--- src/rtl/pfms_pkg.sv ---
// Shared constants, types and codes for the pose fit map score block.
// Used by pfms_xform, pfms_div and pose_fit_map_score; depends on nothing else.
package pfms_pkg;

  localparam int MAX_POINTS   = 512;
  localparam int FLOOR_WIDTH  = 1024;
  localparam int FLOOR_HEIGHT = 1024;

  localparam int FLOOR_DEPTH = FLOOR_WIDTH * FLOOR_HEIGHT;
  localparam int PT_AW = $clog2(MAX_POINTS);
  localparam int PC_W  = $clog2(MAX_POINTS + 1);
  localparam int FA_W  = $clog2(FLOOR_DEPTH);
  localparam int COL_W = $clog2(FLOOR_WIDTH);
  localparam int ROW_W = $clog2(FLOOR_HEIGHT);

  localparam int DIM_W   = 11;
  localparam int PPM_W   = 16;
  localparam int CNT_W   = 10;
  localparam int COORD_W = 16;
  localparam int PIX_W   = 8;

  localparam int SUM_W  = $clog2(255 * MAX_POINTS + 1);
  localparam int DEN_W  = SUM_W;
  localparam int QUO_W  = 17;
  localparam int NUM_W  = DEN_W + QUO_W;
  localparam int PROD_W = 34 + PPM_W + 1;

  localparam int IN_DATA_W  = 136;
  localparam int OUT_DATA_W = 48;
  localparam int CFG_IDX_W  = 2;

  localparam logic [QUO_W-1:0] COST_ONE = QUO_W'(65536);

  localparam logic [PPM_W-1:0] PPM_RESET  = PPM_W'(25600);
  localparam logic [DIM_W-1:0] COLS_RESET = DIM_W'(1024);
  localparam logic [DIM_W-1:0] ROWS_RESET = DIM_W'(1024);
  localparam logic [CNT_W-1:0] PCNT_RESET = '0;

  localparam logic [CFG_IDX_W-1:0] CFG_PPM  = 2'd0;
  localparam logic [CFG_IDX_W-1:0] CFG_COLS = 2'd1;
  localparam logic [CFG_IDX_W-1:0] CFG_ROWS = 2'd2;
  localparam logic [CFG_IDX_W-1:0] CFG_PCNT = 2'd3;

  typedef enum logic [1:0] {
    CMD_FLOOR = 2'd0,
    CMD_POINT = 2'd1,
    CMD_EVAL  = 2'd2
  } cmd_t;

  typedef struct packed {
    logic signed [COORD_W-1:0] cos_angle;
    logic signed [COORD_W-1:0] sin_angle;
    logic signed [COORD_W-1:0] shift_x;
    logic signed [COORD_W-1:0] shift_y;
  } pose_t;

  typedef struct packed {
    logic [PPM_W-1:0] ppm;
    logic [DIM_W-1:0] cols;
    logic [DIM_W-1:0] rows;
  } xform_cfg_t;

  typedef struct packed {
    logic            valid;
    logic            hit;
    logic [FA_W-1:0] addr;
  } pix_t;

endpackage

--- src/rtl/pfms_div.sv ---
// Restoring divider, one quotient bit per cycle, for the final cost.
// Depends on pfms_pkg for the numerator, denominator and quotient widths.
module pfms_div
  import pfms_pkg::*;
(
  input  logic             clk,
  input  logic             rst,
  input  logic             start,
  input  logic [NUM_W-1:0] num,
  input  logic [DEN_W-1:0] den,
  output logic             done,
  output logic [QUO_W-1:0] quot
);

  localparam int STEP_W = $clog2(QUO_W + 1);

  logic busy;
  logic [STEP_W-1:0] steps;
  logic [DEN_W-1:0] rem;
  logic [QUO_W-1:0] low;
  logic [DEN_W-1:0] den_r;
  logic [DEN_W:0] shifted;
  logic take;

  assign shifted = {rem, low[QUO_W-1]};
  assign take = shifted >= {1'b0, den_r};

  always_ff @(posedge clk) begin
    if (rst) begin
      busy <= 1'b0;
      done <= 1'b0;
      steps <= '0;
    end else begin
      done <= 1'b0;
      if (start) begin
        busy <= 1'b1;
        steps <= STEP_W'(QUO_W);
      end else if (busy) begin
        steps <= steps - 1'b1;
        if (steps == STEP_W'(1)) begin
          busy <= 1'b0;
          done <= 1'b1;
        end
      end
    end
  end

  always_ff @(posedge clk) begin
    if (start) begin
      rem <= num[NUM_W-1:QUO_W];
      low <= num[QUO_W-1:0];
      den_r <= den;
      quot <= '0;
    end else if (busy) begin
      rem <= take ? DEN_W'(shifted - {1'b0, den_r}) : shifted[DEN_W-1:0];
      low <= {low[QUO_W-2:0], 1'b0};
      quot <= {quot[QUO_W-2:0], take};
    end
  end

endmodule

--- config.mk ---
export PLATFORM = sky130hd
export DESIGN_NAME = pfms_div
export DESIGN_NICKNAME = d
export VERILOG_FILES = /design/src/rtl/pfms_pkg.sv /design/src/rtl/pfms_div.sv
export SDC_FILE = /design/constraint.sdc
export NUM_CORES = 1
export LEC_CHECK = 0
export BUFFER_PORTS_ARGS = -buffer_cell sky130_fd_sc_hd__buf_2
export CAP_MARGIN = 20
export CORE_MARGIN = 5
export CORE_UTILIZATION = 45
export DETAILED_ROUTE_END_ITERATION = 8
export PLACE_DENSITY_LB_ADDON = 0.12
export SLEW_MARGIN = 30
export SYNTH_ARGS = -nofsm -noshare
export SYNTH_HDL_FRONTEND = slang
export SYNTH_SLANG_ARGS = --single-unit
export TNS_END_PERCENT = 50
--- constraint.sdc ---
create_clock -name clk -period 3.2 [get_ports clk]
set_input_delay 0.32 -clock clk [delete_from_list [all_inputs] [get_ports clk]]
set_output_delay 0.32 -clock clk [all_outputs]
set_load 0.02 [all_outputs]
* Word-level counts from Yosys, hierarchy flattened
Cells that the tools add are included.
Word-level totals: bits in registers 75, input port bits 54, output and inout port bits 18, word-level logic and storage cells 27
Operators by class: add/sub/neg operators 2, magnitude comparators 1, equality and inequality tests 1, mux-type cells 11, bitwise logic cells 1, reductions and logical operators 3
Operators with widths (count):
- 17-bit 2-to-1 mux | 5
- 18-bit by 17-bit >= comparator with 1-bit output | 1
- 17-bit subtractor | 1
- 5-bit 2-to-1 mux | 2
- 5-bit by 1-bit == test with 1-bit output, second input constant | 1
- 5-bit by 1-bit subtractor with 5-bit output, second input constant | 1
- 1-bit 2-to-1 mux | 4
- 3-bit OR reduction | 1
- 2-bit nonzero test | 1
- 2-bit OR reduction | 1
- 1-bit NOT | 1

* Depth between registers and ports, before layout
depth in word-level cells 4, mapped depth 12, mapped depth without buffers 11

* Worst setup path after synthesis
No wires, ideal clock.
kind flip-flop to flip-flop, start register low[16], end register rem[3] (data pin), setup time 260 ps, data arrival time 2334 ps, required time 2940 ps, setup slack 606 ps, cell stages (with the launch flop) 11, path buffers 0, period minus slack after synthesis 2594 ps, path through edfxtp_1 inv_1 ha_1 inv_1 fa_1 a21oi_1 a211oi_2 nor4_4 o21ai_4 mux2_4 mux2_2
On the way: longest elaborated chain between the ends 4, elaborated cells between the ends (all ways) 5, those cells by class add/sub (1); order compare (1); mux (3)
RTL lines:
- from (decl) | RTL line pfms_div.sv:20 | logic [QUO_W-1:0] low;
- from (signal assigned) | RTL line pfms_div.sv:51 | low <= num[QUO_W-1:0];
- from (signal assigned) | RTL line pfms_div.sv:56 | low <= {low[QUO_W-2:0], 1'b0};
- 17-bit subtractor or 18-bit by 17-bit >= comparator with 1-bit output (tied branches) | RTL line pfms_div.sv:55, pfms_div.sv:26
- 17-bit 2-to-1 mux (*) | RTL line pfms_div.sv:55 | rem <= take ? DEN_W'(shifted - {1'b0, den_r}) : shifted[DEN_W-1:0];
- 17-bit 2-to-1 mux (*) | RTL line pfms_div.sv:54 | end else if (busy) begin
- 17-bit 2-to-1 mux (*) | RTL line pfms_div.sv:49 | if (start) begin
- to (signal assigned) | RTL line pfms_div.sv:50 | rem <= num[NUM_W-1:QUO_W];
- to (signal assigned) | RTL line pfms_div.sv:55
- to (decl) | RTL line pfms_div.sv:19 | logic [DEN_W-1:0] rem;
Mark *: on every way between the ends. The rest lies on a longest branch, timed or not. The select of a mux whose other input is x is not followed. A chain may end at the register's enable or synchronous reset.

* Worst setup path after layout
start register low[16], end register rem[15] (data pin)
The elaborated chain is that of the path after synthesis.

==> impl_metrics.csv <==
group,metric,value,unit
status,status,"finished clean",
synthesis,synth.ff_latch_count,75,
pwr,switching_share,31.6,%
setup_path,path_buf_inv,3,
setup_path,worstPathRequired,3300,ps
setup_path,crit_chain,"inv_1 -> ha_1 -> inv_1 -> fa_1 -> a21oi_1 -> a211oi_2 -> nor4_4 -> o21ai_4 -> inv_2 -> nor2_1 -> a221o_1",
detailed_routing,drt_wl_total,7500,um
detailed_routing,met3_length,453,um
synthesis,synth_area_leaders,"edfxtp_1 39%, dfxtp_1 12%, mux2_2 6.9%, ha_1 6.1%, mux2i_1 4.6%",
pwr,ir_drop,0.249,mV
detailed_routing,routed_via_density,5.10,
floorplan,initial_core_util,45.4,%
timing,fin_crit_sh,90.7,%
cells_and_area,syn2layout_area_growth,17.4,%
pwr,cellPowerDensity,671,nW/um2
setup_path,path_max_fanout,27,
timing,tightestPinTransition,863,ps
detailed_routing,top_layer,"met4",
cts,h-tree-depth,3,
pwr,p_leak,0.00196,uW
setup_path,crit_family,"compound AO/OA/AOI/OAI gates",
synthesis,synth_edf_count,51,
floorplan,num_rows,34,
global_routing,grt_pass1_wl,12200,um
global_routing,antenna_found_initial,0,
synthesis,netlist_area,3900,um2
detailed_routing,dr.pass1.iters,4,
timing,rsz0062_at_grt,"no",
placement,dpl.cell_count,507,
timing,timing.final.ws_setup,297,ps
timing,setup_viol,0,
floorplan,core_region_area,8590,um2
timing,tns,0,ps
timing,fin_skew,7.62,ps
cts,cts_sinks,75,
synthesis,synth_fp_nets,414,
floorplan,die_y,103,um
synthesis,yosys.area.top_type,"edfxtp_1",
detailed_routing,wire_per_inst,14.3,um
detailed_routing,route.detailed.drc,0,
global_routing,grt_pass1_vias,2633,
synthesis,synthCells,340,
cts,cts_made_buffers,9,
timing,drv_slew,0,
timing,fmax,0.344,GHz
timing,slew_headroom,42.5,%
setup_path,max_stage_delay,420,ps
placement,post-place-ws,319,ps
global_routing,grt.total_usage,14.9,%
cts,insertion_delay,350,ps
global_routing,grt_overflow,0,
setup_path,path_common_cell,"inv_1",
cts,postCtsSetupBuffers,0,
floorplan,ios,72,
pwr,internal_power,2100,uW
pwr,seq_power_share,40.5,%
global_routing,grt_max_degree,46,
cts,clockBufferDepth,2,
floorplan,die_area,10600,um2
cells_and_area,fill_cells,804,
detailed_routing,wl_met2,3460,um
synthesis,synth-seq-area-share,51.6,%
pwr,combPwrFrac,32.7,%
placement,io_buffers,71,
synthesis,synth_top_area_share,39.3,%
synthesis,synth-main-ff-cell,"edfxtp_1",
run,cap_violations,0,
cells_and_area,antenna_cells,0,
setup_path,path_class,"reg2reg",
synthesis,async_flop_share,0,%
synthesis,netlist-cell-type-count,50,
detailed_routing,drt-met1-wl,3470,um
timing,finalCriticalPeriod,2900,ps
cells_and_area,final_nets,484,
setup_path,crit_path_top_delay_cell,"fa_1",
cells_and_area,final_cells,523,
setup_path,critPathArrivalTime,3010,ps
cts,cts_root_buffer,"clkbuf_8",
cts,clk_pin_slew,90,ps
timing,hold_viol,0,
placement,detailed_place_hpwl,5220,um
cts,holdBufCountCts,0,
cts,cts_resized,0,
setup_path,end_kind,"flip-flop",
cells_and_area,final_layout_size_suffix_gt1_share,30.4,%
floorplan,fp.dieW,103,um
setup_path,start_kind,"flip-flop",
detailed_routing,drt_first_iter_violations,76,
synthesis,synth.yosys.warnings,0,
min_path,hp-class,"in2reg",
pwr,pwr-share-clk,26.8,%
detailed_routing,num_vias,2669,
synthesis,avgSynthCellArea,11.5,um2
placement,gp_routability_congestion,0.782,
pwr,netSwitchingPower,969,uW
detailed_routing,antenna_left,0,
cts,cts_tree,"yes",
[layout make-up]
cell class	instances	area, um2	area share [%]
Multi-Input combinational cell	228	1740	37.9
Timing Repair Buffer	73	373	8.15
Inverter	23	86.3	1.89
Tap cell	108	135	2.95
Clock inverter	2	17.5	0.383
Sequential cell	75	2010	44.0
Clock buffer	14	218	4.76
[path summary, 6_finish.rpt]
path                              start  slack, ps                     to  cells after the start
hold reg to reg   quot[16]$_SDFFE_PP0P_        500  quot[16]$_SDFFE_PP0P_                      2
setup reg to reg      low[16]$_DFFE_PP_        300      rem[15]$_DFFE_PP_                     11
hold / removal                  den[10]        140    den_r[10]$_DFFE_PP_                      1
setup / recovery      low[16]$_DFFE_PP_        300      rem[15]$_DFFE_PP_                     11
[cell families (layout without fill, tap and decap cells)]
family | Yosys count | in the layout | share of synthesized area [%]
AO/OA/AOI/OAI | 67 | 67 | 11.6
XOR/XNOR | 16 | 16 | 3.59
adder cells (fa/ha/maj) | 20 | 20 | 6.61
buffers and inverters | 37 | 112 | 3.88
flip-flops | 75 | 75 | 51.6
multiplexers | 44 | 44 | 12.3
AND/OR/NAND/NOR | 81 | 81 | 10.4
[per-stage QoR]
stage | area (um2) | utilization (%) | hold slack, ps | power, uW
final | 4580 | 53.3 | 141 | 3070
after global routing | 4580 | 53.3 | 113 | 3290
after CTS | 4580 | 53.3 | 116 | 3110
after detailed placement | 4340 | 50.5 | 487 | 2270
after global placement | 4340 | 50.5 | 469 | 2260
after floorplan | 3900 | - | 392 | 2070
[power by group through the flow]
stage | logic, uW | clock network [uW] | registers (uW)
floorplan | 818 | 0 | 1250
CTS | 1010 | 852 | 1250
global route | 1130 | 897 | 1260
finish | 1000 | 823 | 1250
detailed placement | 1000 | 0 | 1270
global placement | 997 | 0 | 1260
[registers in the layout, indices dropped and copies added (netlist names)]
register and cells:
rem 17, den_r 17, steps 5, done 1, busy 1, quot 17
low 17
[synthesized netlist by cell type, drive strengths merged, types with 4 or more instances]
cell	instances
edfxtp	51
nor2	35
a21oi	26
mux2	26
dfxtp	24
inv	23
ha	19
mux2i	18
o21ai	16
nand2	14
xor2	9
buf	7
clkbuf	7
xnor2	7
a21o	6
nor3	5
nor3b	5
a211oi	4
nor2b	4
[metal layers]
metal	GRT usage, %	up-vias
met3	4.53	8
met4	5.68	0
met1	19.1	1231
met5	0	-
li1	-	1364
met2	23.8	66
[layout by cell type, fill, tap and decap left out, types with 3 or more instances in the layout]
cell type / synthesis / layout
a211oi_2: 3 / 3
a21o_1: 6 / 6
a21oi_1: 26 / 26
a221o_1: 3 / 3
buf_2: 1 / 70
buf_4: 1 / 3
clkbuf_16: 0 / 3
clkbuf_8: 0 / 10
dfxtp_1: 24 / 24
edfxtp_1: 51 / 51
ha_1: 19 / 19
inv_1: 22 / 22
mux2_2: 24 / 24
mux2i_1: 18 / 18
nand2_1: 14 / 14
nand2b_1: 3 / 3
nand3_1: 3 / 3
nor2_1: 35 / 35
nor2b_1: 4 / 4
nor3_1: 5 / 5
nor3b_1: 5 / 5
o21ai_0: 7 / 7
o21ai_1: 8 / 8
xnor2_1: 7 / 7
xor2_1: 9 / 9
(Power assumes the default switching activity.)
